`config.mk`:
```
export PLATFORM = sky130hd
export DESIGN_NAME = block_bitmap_allocator_unit
export DESIGN_NICKNAME = d
export VERILOG_FILES = /design/src/hw/rtl/bba_pkg.sv /design/src/hw/rtl/bba_ram.sv /design/src/hw/rtl/bba_find.sv /design/src/hw/rtl/bba_ctrl.sv /design/src/hw/rtl/block_bitmap_allocator_unit.sv
export VERILOG_INCLUDE_DIRS = /design/src /design/src/hw/rtl
export SDC_FILE = /design/constraint.sdc
export NUM_CORES = 2
export LEC_CHECK = 0
export BUFFER_PORTS_ARGS = -buffer_cell sky130_fd_sc_hd__clkbuf_2
export CELL_PAD_IN_SITES_DETAIL_PLACEMENT = 1
export CELL_PAD_IN_SITES_GLOBAL_PLACEMENT = 1
export CORE_MARGIN = 3
export CORE_UTILIZATION = 57
export DETAILED_ROUTE_END_ITERATION = 8
export PLACE_DENSITY_LB_ADDON = 0.12
export SLEW_MARGIN = 10
export SYNTH_ARGS = -nofsm -noshare
export SYNTH_HDL_FRONTEND = slang
export SYNTH_HIERARCHICAL = 1
export SYNTH_SLANG_ARGS = --single-unit
```
`constraint.sdc`:
```
create_clock -name aclk -period 9.1 [get_ports aclk]
set_input_delay 0.455 -clock aclk [delete_from_list [all_inputs] [get_ports aclk]]
set_output_delay 0.455 -clock aclk [all_outputs]
set_load 0.1 [all_outputs]
```
`src/hw/rtl/block_bitmap_allocator_unit_macros.svh`:
```
// assertion macros for the block bitmap allocator
// included by the modules that carry concurrent checks, no other dependencies
`ifndef BLOCK_BITMAP_ALLOCATOR_UNIT_MACROS_SVH
`define BLOCK_BITMAP_ALLOCATOR_UNIT_MACROS_SVH
`ifndef SYNTHESIS
`define BBA_ASSERT(lbl, clk, rst_n, cond) \
    lbl: assert property (@(posedge clk) disable iff (!(rst_n)) (cond)) \
        else $error("bba check failed");
`define BBA_ASSERT_IMP(lbl, clk, rst_n, ante, cons) \
    lbl: assert property (@(posedge clk) disable iff (!(rst_n)) (ante) |-> (cons)) \
        else $error("bba check failed");
`else
`define BBA_ASSERT(lbl, clk, rst_n, cond)
`define BBA_ASSERT_IMP(lbl, clk, rst_n, ante, cons)
`endif
`endif

```
`src/hw/rtl/bba_pkg.sv`:
```
// shared types and constants of the block bitmap allocator
// no dependencies
package bba_pkg;

    localparam int MAX_BLOCKS_DEF = 4096;
    localparam int WORD_BITS_DEF  = 32;

    localparam int ID_W     = 12;
    localparam int COUNT_W  = 13;
    localparam int CFG_IDX_W = 2;

    localparam logic [COUNT_W-1:0] COUNT_MAX = {COUNT_W{1'b1}};
    localparam logic [COUNT_W-1:0] TOTAL_RESET = 13'd4096;

    typedef enum logic [1:0] {
        OP_ALLOC = 2'd0,
        OP_MARK  = 2'd1,
        OP_FREE  = 2'd2
    } op_t;

    typedef enum logic [1:0] {
        STAT_DONE     = 2'd0,
        STAT_NO_SPACE = 2'd1,
        STAT_REFUSED  = 2'd2
    } status_t;

    typedef enum logic [CFG_IDX_W-1:0] {
        CFG_BLOCK_COUNT = 2'd0,
        CFG_FIRST_DATA  = 2'd1
    } cfg_idx_t;

    typedef struct packed {
        op_t             op;
        logic [ID_W-1:0] block_id;
    } in_t;

    typedef struct packed {
        logic [ID_W-1:0]    result_block;
        status_t            status;
        logic [COUNT_W-1:0] free_blocks;
    } out_t;

    typedef struct packed {
        logic [COUNT_W-1:0] block_count;
        logic [COUNT_W-1:0] first_data_block;
    } cfg_t;

endpackage

```
`src/hw/rtl/bba_ram.sv`:
```
// generic single-port-write, single-port-read ram with registered read data
// no dependencies
module bba_ram #(
    parameter int WIDTH = 32,
    parameter int DEPTH = 128,
    localparam int AW = (DEPTH > 1) ? $clog2(DEPTH) : 1
) (
    input  logic             aclk,
    input  logic             we,
    input  logic [AW-1:0]    waddr,
    input  logic [WIDTH-1:0] wdata,
    input  logic [AW-1:0]    raddr,
    output logic [WIDTH-1:0] rdata
);

    logic [WIDTH-1:0] mem [DEPTH];

    always_ff @(posedge aclk) begin
        if (we) begin
            mem[waddr] <= wdata;
        end
        rdata <= mem[raddr];
    end

endmodule

```
`src/hw/rtl/bba_find.sv`:
```
// first clear bit finder over one bitmap word, limited to the low avail bits
// no dependencies
module bba_find #(
    parameter int WORD_BITS = 32,
    localparam int BIT_W = $clog2(WORD_BITS)
) (
    input  logic [WORD_BITS-1:0] word,
    input  logic [BIT_W:0]       avail,
    output logic                 found,
    output logic [BIT_W-1:0]     idx
);

    // walk from the top so the lowest clear bit wins
    always_comb begin
        found = 1'b0;
        idx   = '0;
        for (int i = WORD_BITS - 1; i >= 0; i--) begin
            if (!word[i] && (i < int'(avail))) begin
                found = 1'b1;
                idx   = BIT_W'(i);
            end
        end
    end

endmodule

```
`src/hw/rtl/bba_ctrl.sv`:
```
// sequencer of the block bitmap allocator: clearing pass, scan, read-modify-write
// depends on bba_pkg and the assertion macro header
`include "block_bitmap_allocator_unit_macros.svh"
module bba_ctrl
    import bba_pkg::*;
#(
    parameter int MAX_BLOCKS = MAX_BLOCKS_DEF,
    parameter int WORD_BITS  = WORD_BITS_DEF,
    localparam int MAP_WORDS = (MAX_BLOCKS + WORD_BITS - 1) / WORD_BITS,
    localparam int ADDR_W    = (MAP_WORDS > 1) ? $clog2(MAP_WORDS) : 1,
    localparam int BIT_W     = $clog2(WORD_BITS)
) (
    input  logic                 aclk,
    input  logic                 aresetn,
    input  cfg_t                 cfg,
    input  logic                 s_valid,
    output logic                 s_ready,
    input  in_t                  s_data,
    output logic                 m_valid,
    input  logic                 m_ready,
    output out_t                 m_data,
    output logic                 ram_we,
    output logic [ADDR_W-1:0]    ram_waddr,
    output logic [WORD_BITS-1:0] ram_wdata,
    output logic [ADDR_W-1:0]    ram_raddr,
    input  logic [WORD_BITS-1:0] ram_rdata,
    output logic [BIT_W:0]       find_avail,
    input  logic                 find_found,
    input  logic [BIT_W-1:0]     find_idx
);

    localparam int LIM_W     = $clog2(MAX_BLOCKS + 1);
    localparam int BASE_W    = LIM_W + 1;
    localparam int DIV_SHIFT = 18;
    localparam int DIV_MUL   = ((1 << DIV_SHIFT) + WORD_BITS - 1) / WORD_BITS;
    localparam int MUL_W     = ID_W + DIV_SHIFT;
    localparam int REM_W     = COUNT_W + BIT_W + 1;

    typedef enum logic [5:0] {
        S_CLEAR  = 6'b000001,
        S_IDLE   = 6'b000010,
        S_DIV    = 6'b000100,
        S_SCAN   = 6'b001000,
        S_MODIFY = 6'b010000,
        S_DONE   = 6'b100000
    } state_t;

    state_t              state_reg, state_next;
    op_t                 op_reg, op_next;
    logic [ID_W-1:0]     id_reg, id_next;
    logic [COUNT_W-1:0]  q_reg, q_next;
    logic [ADDR_W-1:0]   word_reg, word_next;
    logic [BIT_W-1:0]    bit_reg, bit_next;
    logic [BASE_W-1:0]   base_reg, base_next;
    logic [LIM_W-1:0]    limit_reg, limit_next;
    status_t             status_reg, status_next;
    logic [ID_W-1:0]     res_reg, res_next;
    logic [COUNT_W-1:0]  used_reg, used_next;
    logic [ADDR_W-1:0]   clr_reg, clr_next;
    logic                m_valid_reg, m_valid_next;
    out_t                m_data_reg, m_data_next;

    logic [MUL_W-1:0]    div_prod;
    logic [REM_W-1:0]    rem_prod;
    logic [REM_W-1:0]    rem_raw;
    logic [COUNT_W-1:0]  q_fix;
    logic [REM_W-1:0]    rem_fix;
    logic [LIM_W-1:0]    lim;
    logic [BASE_W-1:0]   scan_left;
    logic [BASE_W-1:0]   base_step;
    logic [WORD_BITS-1:0] bit_mask;
    logic [COUNT_W-1:0]  used_up, used_dn;
    logic [COUNT_W-1:0]  free_now;

    assign s_ready = (state_reg == S_IDLE);
    assign m_valid = m_valid_reg;
    assign m_data  = m_data_reg;

    always_comb begin
        // quotient by reciprocal, exact for 12-bit ids, remainder fixed up next cycle
        div_prod = MUL_W'(s_data.block_id) * MUL_W'(DIV_MUL);
        rem_prod = REM_W'(q_reg) * REM_W'(WORD_BITS);
        rem_raw  = REM_W'(id_reg) - rem_prod;
        if (rem_raw >= REM_W'(WORD_BITS)) begin
            q_fix   = q_reg + 1'b1;
            rem_fix = rem_raw - REM_W'(WORD_BITS);
        end else begin
            q_fix   = q_reg;
            rem_fix = rem_raw;
        end

        if (32'(cfg.block_count) > MAX_BLOCKS) begin
            lim = LIM_W'(MAX_BLOCKS);
        end else begin
            lim = LIM_W'(cfg.block_count);
        end

        scan_left = BASE_W'(limit_reg) - base_reg;
        if (scan_left >= BASE_W'(WORD_BITS)) begin
            find_avail = (BIT_W + 1)'(WORD_BITS);
        end else begin
            find_avail = (BIT_W + 1)'(scan_left);
        end
        base_step = base_reg + BASE_W'(WORD_BITS);

        used_up  = (used_reg == COUNT_MAX) ? used_reg : used_reg + 1'b1;
        used_dn  = (used_reg == '0) ? used_reg : used_reg - 1'b1;
        free_now = (cfg.block_count > used_reg) ? cfg.block_count - used_reg : '0;
    end

    always_comb begin
        state_next   = state_reg;
        op_next      = op_reg;
        id_next      = id_reg;
        q_next       = q_reg;
        word_next    = word_reg;
        bit_next     = bit_reg;
        base_next    = base_reg;
        limit_next   = limit_reg;
        status_next  = status_reg;
        res_next     = res_reg;
        used_next    = used_reg;
        clr_next     = clr_reg;
        m_valid_next = m_valid_reg;
        m_data_next  = m_data_reg;

        ram_we    = 1'b0;
        ram_waddr = word_reg;
        ram_wdata = ram_rdata;
        ram_raddr = ADDR_W'(word_reg + 1'b1);
        bit_mask  = '0;

        if (m_valid_reg && m_ready) begin
            m_valid_next = 1'b0;
        end

        unique case (state_reg)
            S_CLEAR: begin
                ram_we    = 1'b1;
                ram_waddr = clr_reg;
                ram_wdata = '0;
                if (clr_reg == ADDR_W'(MAP_WORDS - 1)) begin
                    state_next = S_IDLE;
                end else begin
                    clr_next = clr_reg + 1'b1;
                end
            end
            S_IDLE: begin
                ram_raddr = '0;
                if (s_valid) begin
                    op_next     = s_data.op;
                    id_next     = s_data.block_id;
                    res_next    = s_data.block_id;
                    status_next = STAT_DONE;
                    q_next      = COUNT_W'(div_prod >> DIV_SHIFT);
                    state_next  = S_DONE;
                    unique case (s_data.op)
                        OP_ALLOC: begin
                            res_next = '0;
                            if (lim == '0) begin
                                status_next = STAT_NO_SPACE;
                            end else begin
                                base_next  = '0;
                                word_next  = '0;
                                limit_next = lim;
                                state_next = S_SCAN;
                            end
                        end
                        OP_MARK: begin
                            if (int'(s_data.block_id) < MAX_BLOCKS) begin
                                state_next = S_DIV;
                            end
                        end
                        OP_FREE: begin
                            if (COUNT_W'(s_data.block_id) < cfg.first_data_block) begin
                                status_next = STAT_REFUSED;
                            end else if (int'(s_data.block_id) < MAX_BLOCKS) begin
                                state_next = S_DIV;
                            end
                        end
                        default: begin
                            state_next = S_DONE;
                        end
                    endcase
                end
            end
            S_DIV: begin
                word_next  = q_fix[ADDR_W-1:0];
                bit_next   = rem_fix[BIT_W-1:0];
                ram_raddr  = q_fix[ADDR_W-1:0];
                state_next = S_MODIFY;
            end
            S_MODIFY: begin
                bit_mask = WORD_BITS'(1) << bit_reg;
                ram_we   = 1'b1;
                if (op_reg == OP_MARK) begin
                    ram_wdata = ram_rdata | bit_mask;
                    used_next = used_up;
                end else begin
                    ram_wdata = ram_rdata & ~bit_mask;
                    used_next = used_dn;
                end
                state_next = S_DONE;
            end
            S_SCAN: begin
                // read data holds word_reg, the next word is already addressed
                if (find_found) begin
                    bit_mask   = WORD_BITS'(1) << find_idx;
                    ram_we     = 1'b1;
                    ram_wdata  = ram_rdata | bit_mask;
                    res_next   = ID_W'(base_reg + BASE_W'(find_idx));
                    used_next  = used_up;
                    state_next = S_DONE;
                end else if (base_step >= BASE_W'(limit_reg)) begin
                    status_next = STAT_NO_SPACE;
                    state_next  = S_DONE;
                end else begin
                    base_next = base_step;
                    word_next = word_reg + 1'b1;
                end
            end
            S_DONE: begin
                if (!m_valid_reg || m_ready) begin
                    m_valid_next             = 1'b1;
                    m_data_next.result_block = res_reg;
                    m_data_next.status       = status_reg;
                    m_data_next.free_blocks  = free_now;
                    state_next               = S_IDLE;
                end
            end
            default: begin
                state_next = S_IDLE;
            end
        endcase
    end

    always_ff @(posedge aclk) begin
        if (!aresetn) begin
            state_reg   <= S_CLEAR;
            used_reg    <= '0;
            clr_reg     <= '0;
            m_valid_reg <= 1'b0;
        end else begin
            state_reg   <= state_next;
            used_reg    <= used_next;
            clr_reg     <= clr_next;
            m_valid_reg <= m_valid_next;
        end
    end

    always_ff @(posedge aclk) begin
        op_reg     <= op_next;
        id_reg     <= id_next;
        q_reg      <= q_next;
        word_reg   <= word_next;
        bit_reg    <= bit_next;
        base_reg   <= base_next;
        limit_reg  <= limit_next;
        status_reg <= status_next;
        res_reg    <= res_next;
        m_data_reg <= m_data_next;
    end

    `BBA_ASSERT_IMP(a_we_state, aclk, aresetn, ram_we, state_reg == S_CLEAR || state_reg == S_SCAN || state_reg == S_MODIFY)
    `BBA_ASSERT_IMP(a_result_from_done, aclk, aresetn, $rose(m_valid_reg), $past(state_reg == S_DONE))
    `BBA_ASSERT_IMP(a_found_in_range, aclk, aresetn, state_reg == S_SCAN && find_found, (base_reg + BASE_W'(find_idx)) < BASE_W'(limit_reg))
    `BBA_ASSERT_IMP(a_count_step, aclk, aresetn, $past(aresetn), used_reg == $past(used_reg) || used_reg == $past(used_reg) + 13'd1 || used_reg == $past(used_reg) - 13'd1)

endmodule

```
`src/hw/rtl/block_bitmap_allocator_unit.sv`:
```
// Block bitmap allocator: one usage bit per block in an on-chip ram of MAX_BLOCKS / WORD_BITS
// words (rounded up), plus a saturating used-block count. After reset a clearing pass writes
// one ram word a cycle with s_ready low; configuration writes are taken at any time. One item
// is in work at a time. An allocate scans the bitmap one ram word per cycle up to the
// configured block count and stops at the first free block, or reports no space at the end.
// Mark-used and free are a read-modify-write of one word; a refused free or an unused op
// writes no ram word. A finished result sits in the output register while the next request
// is taken.
// depends on bba_pkg, bba_ram, bba_find, bba_ctrl
module block_bitmap_allocator_unit
    import bba_pkg::*;
#(
    parameter int MAX_BLOCKS = MAX_BLOCKS_DEF,
    parameter int WORD_BITS  = WORD_BITS_DEF
) (
    input  logic                 aclk,
    input  logic                 aresetn,
    input  logic                 cfg_wr_en,
    input  logic [CFG_IDX_W-1:0] cfg_index,
    input  logic [COUNT_W-1:0]   cfg_wdata,
    input  logic                 s_valid,
    output logic                 s_ready,
    input  in_t                  s_data,
    output logic                 m_valid,
    input  logic                 m_ready,
    output out_t                 m_data
);

    localparam int MAP_WORDS = (MAX_BLOCKS + WORD_BITS - 1) / WORD_BITS;
    localparam int ADDR_W    = (MAP_WORDS > 1) ? $clog2(MAP_WORDS) : 1;
    localparam int BIT_W     = $clog2(WORD_BITS);

    logic [COUNT_W-1:0]   total_reg, total_next;
    logic [COUNT_W-1:0]   first_reg, first_next;
    cfg_t                 cfg;

    logic                 ram_we;
    logic [ADDR_W-1:0]    ram_waddr;
    logic [WORD_BITS-1:0] ram_wdata;
    logic [ADDR_W-1:0]    ram_raddr;
    logic [WORD_BITS-1:0] ram_rdata;
    logic [BIT_W:0]       find_avail;
    logic                 find_found;
    logic [BIT_W-1:0]     find_idx;

    always_comb begin
        total_next = total_reg;
        first_next = first_reg;
        if (cfg_wr_en) begin
            unique case (cfg_index)
                CFG_BLOCK_COUNT: total_next = cfg_wdata;
                CFG_FIRST_DATA:  first_next = cfg_wdata;
                default: begin
                    total_next = total_reg;
                end
            endcase
        end
    end

    always_ff @(posedge aclk) begin
        if (!aresetn) begin
            total_reg <= TOTAL_RESET;
            first_reg <= '0;
        end else begin
            total_reg <= total_next;
            first_reg <= first_next;
        end
    end

    assign cfg.block_count      = total_reg;
    assign cfg.first_data_block = first_reg;

    bba_ram #(
        .WIDTH (WORD_BITS),
        .DEPTH (MAP_WORDS)
    ) u_map (
        .aclk  (aclk),
        .we    (ram_we),
        .waddr (ram_waddr),
        .wdata (ram_wdata),
        .raddr (ram_raddr),
        .rdata (ram_rdata)
    );

    bba_find #(
        .WORD_BITS (WORD_BITS)
    ) u_find (
        .word  (ram_rdata),
        .avail (find_avail),
        .found (find_found),
        .idx   (find_idx)
    );

    bba_ctrl #(
        .MAX_BLOCKS (MAX_BLOCKS),
        .WORD_BITS  (WORD_BITS)
    ) u_ctrl (
        .aclk       (aclk),
        .aresetn    (aresetn),
        .cfg        (cfg),
        .s_valid    (s_valid),
        .s_ready    (s_ready),
        .s_data     (s_data),
        .m_valid    (m_valid),
        .m_ready    (m_ready),
        .m_data     (m_data),
        .ram_we     (ram_we),
        .ram_waddr  (ram_waddr),
        .ram_wdata  (ram_wdata),
        .ram_raddr  (ram_raddr),
        .ram_rdata  (ram_rdata),
        .find_avail (find_avail),
        .find_found (find_found),
        .find_idx   (find_idx)
    );

endmodule
```
**Word-level counts from Yosys, hierarchy flattened**

Memories as Yosys holds them, arrays and structs flattened. A register that Yosys moved wholly into a read port is not among the register bits.
Index checks and enable logic that the tools add are counted.

- Register bits after elaboration: 154
- RAM bits: 4096
- Input bits: 34
- Output and inout bits: 29
- Logic and storage cells: 303
- Memories kept: 1

Memory list:

| memory | words | width | rd ports | clocked after memory_dff | wr ports | RTL line | text |
|---|---|---|---|---|---|---|---|
| u_map.mem | 128 | 32 | 1 | 1 | 1 | bba_ram.sv:16 | `logic [WIDTH-1:0] mem [DEPTH];` |

- Add/sub/neg operators: 11
- $lt $le $gt $ge: 38
- Eq/ne operators: 23
- Shift operators: 2
- Multiplexer cells: 117
- Bitwise gates (word level): 6
- Reductions and logical operators: 87

Operator list:

| cell | number |
|---|---|
| 5-bit 2-to-1 mux | 33 |
| 5-bit by 6-bit < comparator with 1-bit output, first input constant | 16 |
| 32-bit case mux with 3 select lines | 1 |
| 14-bit 2-to-1 mux | 5 |
| 13-bit 2-to-1 mux | 5 |
| 32-bit 2-to-1 mux | 2 |
| 32-bit bitwise OR | 2 |
| 1-bit by 5-bit << shifter with 32-bit output, first input constant | 2 |
| 7-bit 2-to-1 mux | 7 |
| 4-bit by 6-bit < comparator with 1-bit output, first input constant | 8 |
| 6-bit 2-to-1 mux | 8 |
| 1-bit 2-to-1 mux | 39 |
| 12-bit 2-to-1 mux | 3 |
| 6-bit case mux with 6 select lines | 1 |
| 1-bit logical AND | 33 |
| 1-bit logical NOT | 33 |
| 32-bit AND | 1 |
| 32-bit inverter | 1 |
| 14-bit case mux with 2 select lines | 1 |
| 13-bit logical NOT | 2 |
| 13-bit case mux with 2 select lines | 1 |
| 3-bit by 6-bit < comparator with 1-bit output, first input constant | 4 |
| 12-bit case mux with 2 select lines | 1 |
| 7-bit by 1-bit adder with 7-bit output, second input constant | 3 |
| other kinds (46) | 72 |

**Longest topological paths before layout**

- Depth in word-level cells: 41
- Depth in mapped cells: 21
- Mapped depth without buffers: 17

**Hierarchy**

The synthesis kept the hierarchy.

Modules (own cells, without submodules):

| module | instances | cells each | area each (sq um) | sequential area each (sq um) |
|---|---|---|---|---|
| bba_ram | 1 | 5990 | 156276.1 | 123638.6 |
| bba_ctrl | 1 | 885 | 7795.0 | 3213.1 |
| bba_find | 1 | 162 | 1073.5 | 0.0 |
| block_bitmap_allocator_unit | 1 | 100 | 1009.7 | 520.5 |

**Worst setup path before layout**

Ideal clock, no wire load.

- Path type: register -> register
- Start: register u_ctrl.base_reg[5]
- End: memory u_map.mem[98][0] (enable)
- Library setup time: 0.461 ns
- Data arrival time: 5.867 ns
- Required time: 8.639 ns
- Slack: 2.772 ns
- Cell stages (with the launch flop): 19
- Buffers on the path: 2
- Clock period less this slack: 6.328 ns
- Path through: edfxtp_1 > inv_1 > ha_1 > nand4b_1 > nor4b_1 > inv_1 > nor2_1 > buf_2 > nand2_1 > and4b_2 > o32a_1 > nor2b_1 > and3_1 > nand4_1 > nor2_1 > nor2_1 > clkbuf_1 > nand4_1 > nor3_1

- Word-level cells in the longest chain between the ends: 41
- Elaborated cells between the ends (all ways): 103
- Classes of those cells: add/sub: 1; order compare: 33; mux: 37; reduce/logical: 32

Ends and longest elaborated chain:

| what | RTL line | text |
|---|---|---|
| start: declaration | bba_ctrl.sv:54 | `logic [BASE_W-1:0] base_reg, base_next;` |
| start signal: assignment | bba_ctrl.sv:257 | `base_reg <= base_next;` |
| 13-bit by 14-bit subtractor with 14-bit output * | bba_ctrl.sv:98 | `scan_left = BASE_W'(limit_reg) - base_reg;` |
| 14-bit by 6-bit >= comparator with 1-bit output | bba_ctrl.sv:99 | `if (scan_left >= BASE_W'(WORD_BITS)) begin` |
| 6-bit 2-to-1 mux * | bba_ctrl.sv:99 |  |
| via find_avail[5] | block_bitmap_allocator_unit.sv:42 | `logic [BIT_W:0] find_avail;` |
| 5-bit by 6-bit < comparator with 1-bit output | bba_find.sv:18 | `if (!word[i] && (i < int'(avail))) begin` |
| 1-bit logical AND | bba_find.sv:18 |  |
| 1-bit 2-to-1 mux (31 in series) | bba_find.sv:18 |  |
| 1-bit 2-to-1 mux * | bba_find.sv:18 |  |
| via find_found | block_bitmap_allocator_unit.sv:43 | `logic find_found;` |
| 1-bit 2-to-1 mux * | bba_ctrl.sv:207 | `if (find_found) begin` |
| 1-bit case mux with 2 select lines * | bba_ctrl.sv:137 | `unique case (state_reg)` |
| via ram_we | block_bitmap_allocator_unit.sv:37 | `logic ram_we;` |
| 1-bit 2-to-1 mux * | bba_ram.sv:19 | `if (we) begin` |
| 1-bit 2-to-1 mux (implied by the code) * | bba_ram.sv:20 | `mem[waddr] <= wdata;` |
| end: declaration | bba_ram.sv:16 |  |

Mark *: on every way through the listed nets, which the timed path passes. The rest lies on a longest branch.

**Worst setup path in the final report**

- Start: register u_ctrl.base_reg[5]
- End: memory u_map.mem[68][15] (enable)

The elaborated chain is that of the path after synthesis.

==> reports/metrics.cfg <==
[synth]
seq_area_frac_synth_pct=76.7
synth_top_area_share_pct=75.6
synth_area_leader_cell=edfxtp_1
ys_seq_elements=4270
synth_enable_flop_cells=4185
synthCells=7137
netlist_top_cells_count=edfxtp_1 (4185), mux4_2 (1344), nor2_1 (259)
ys_top_cells_by_area=edfxtp_1 (76%), mux4_2 (18%), dfxtp_1 (1.0%), nor2_1 (0.59%), clkbuf_1 (0.49%)
ys_types=89
synthArstFlopShare_pct=0
synth-main-ff-cell=edfxtp_1
synth_area_um2=166000
yosys_warnings=6
synth_nets=7217
syn_area_per_cell_um2=23.3
synth_most_common_cell=edfxtp_1

[sta]
slew_headroom_pct=14.9
worst_pin_slew_ns=1.27
slew_violations=0
clock.fmax_mhz=123
whs_ns=0.303
worst_clock_skew_ns=0.0798
min_period_ns=8.10
rsz0062_at_grt=false
fin_crit_sh_pct=89.0
hold_viol=0
final-setup-viol-count=0
setup_ws_ns=1.00
setup_tns_ns=0

[cells_and_area]
fillers=22400
final_util_pct=64.8
drive_above_1_share_pct=31.3
instances_no_fill=11800
largest_reg_flops=4096
area_delta_synth_final_pct=12.7
fin_area_um2=187000
fin_nets=7599

[placed_design]
dp_cells=10900
dp_hpwl_um=272000
dp_slack_ns=1.18
placed_area_um2=173000
place_congestion=0.855
port_buffers=62

[worst_setup_path]
cp_slowest_cell=nor4b_1
worstReg2RegEnd=u_map/mem[68][15]
critPathKind=reg2reg
critPathMaxStageDelay_ns=0.76
worstSetupStartpointType=flop
ff2ff_path_depth=20
r2r_start=u_ctrl/base_reg[5]
arrival_ns=8.73
crit_path_end_kind=flop
path_buf_inv=5
crit_path_max_fanout=20
rrSetupSlack_ns=1.00
cp_cell_sequence=inv_1 -> ha_1 -> nand4b_1 -> nor4b_1 -> inv_1 -> nor2_1 -> nor2_1 -> and4b_2 -> o31ai_1 -> nor2b_1 -> and3_1 -> nand4_1 -> nor2_1 -> nor2_1 -> buf_4 -> nor2b_1 -> nand2_2 -> buf_4 -> nor2_4 -> buf_4
path_common_cell=nor2_1
cpLargestDelayFamily=simple AND/OR/NAND/NOR gates
crit_required_ns=9.73

[worst_hold_path]
min_to=u_ctrl/id_reg[0]
holdCritStartpoint=s_data[0]
hold_depth=2
hold_path_class=in2reg

[grt]
gr-total-overflow=0
grt_first_pass_wirelength_um=641000
grt_max_degree=135
antenna_found_initial=33
first_global_vias=82200
grt_usage_pct=30.4

[clock_tree]
path_clk_slew_ns=0.07
cts_max_path_buffers=4
htree_levels=5
numCtsBuffers=426
cts.sinks=4270
cts_tree=done
clock_latency_ns=0.99
root_buffer=clkbuf_16

[power]
power_mw=43.2
p_leak_nw=59.1
ir_drop_v=0.000199
comb_power_share_pct=7.2
seqPwrFrac_pct=52.6
swShare_pct=23.1
internal_power_mw=33.2
clkPwrFrac_pct=40.2
switching_power_mw=9.95
power_density_nw_per_um2=230

[status]
outcome=finished, final reports clean

[die]
pin_count=63
fp.dieH_um=546
die_width_um=546
die-area_um2=298000
core_area_um2=289000
rows=197
start_util_pct=57.5

[drt]
drtAntennaViolNets=0
drt_iter0_drc=11200
viasPerCell=6.84
drc=0
wl_um=449000
vias=80400
drtPass1Iterations=6
wl_per_cell_um=38.2

[run]
maxCapViolations=0

## placed cells by master (no fill, tap or decap), types with 45 or more instances in the layout
cell       Yosys  layout
clkbuf_16      0     428
nor2_4         0     119
clkinv_1       0     104
clkbuf_2       1      62
buf_4          4     198
nand2_1      131     128
inv_1         54      54
edfxtp_1    4185    4185
clkbuf_1     216      87
nor2_1       259     140
dfxtp_1       85      85
o21ai_0       72      65
clkinv_2       0      63
ha_1          45      45
mux4_2      1344    1344
a21oi_1       87      87
## how the worst max path moves through the flow
stage,from,to,depth (start not counted),slack [ns]
2_1_floorplan,u_ctrl/base_reg[5],u_map/mem[98][0],18,2.77
3_3_place_gp,u_ctrl/base_reg[5],u_map/mem[92][5],19,1.39
3_5_place_dp,u_ctrl/base_reg[5],u_map/mem[68][0],20,1.18
4_1_cts,u_ctrl/base_reg[5],u_map/mem[68][12],20,1.17
5_1_grt,u_ctrl/base_reg[5],u_map/mem[68][12],19,0.54
6_report,u_ctrl/base_reg[5],u_map/mem[68][15],20,1.00
## kinds of logic after synthesis
logic type | count (synthesis) | synth area share, %
xor gates and xnor gates | 32 | 0.169
DFF | 4270 | 76.7
AOI/OAI and AO/OA | 292 | 1.13
buffers and inverters | 429 | 1.11
adders and majority gates | 46 | 0.351
and+or+nand+nor | 645 | 1.86
muxes | 1423 | 18.7
## final cells by class
class | count | area (um^2) | area share (%)
diodes | 11 | 27.5 | 0.0147
well taps | 3880 | 4850 | 2.59
clock buffers | 522 | 11100 | 5.94
multi-input cells | 2438 | 38300 | 20.4
inverters | 54 | 203 | 0.108
clock inverters | 256 | 2620 | 1.40
repair buffers | 329 | 2820 | 1.51
flip-flops and latches | 4270 | 127000 | 68.0
## timing repair
item / 4_1_cts / 5_1_grt
endpoints found under the hold margin: 53 / 0
buffers inserted: 0 / 0
hold buffers: 37 / 0
resized for setup: 0 / 0
## metal layers
metal | up-vias | global-route usage, % | wire (um)
met3 | 689 | 6.23 | 45400
met4 | 12 | 9.20 | 15100
met5 | - | 0 | 72
li1 | 31300 | - | -
met2 | 4553 | 46.4 | 212000
met1 | 43800 | 45.3 | 176000
## power groups by stage
stage	registers, mW	clock network (mW)	logic [mW]
final	22.7	17.3	3.11
after global routing	22.7	18.4	3.25
after CTS	22.7	17.6	3.10
after detailed placement	23.1	0	3.09
after global placement	23.1	0	2.97
after floorplan	23.2	0	1.39
No activity file was read; power rests on OpenSTA's default activity.
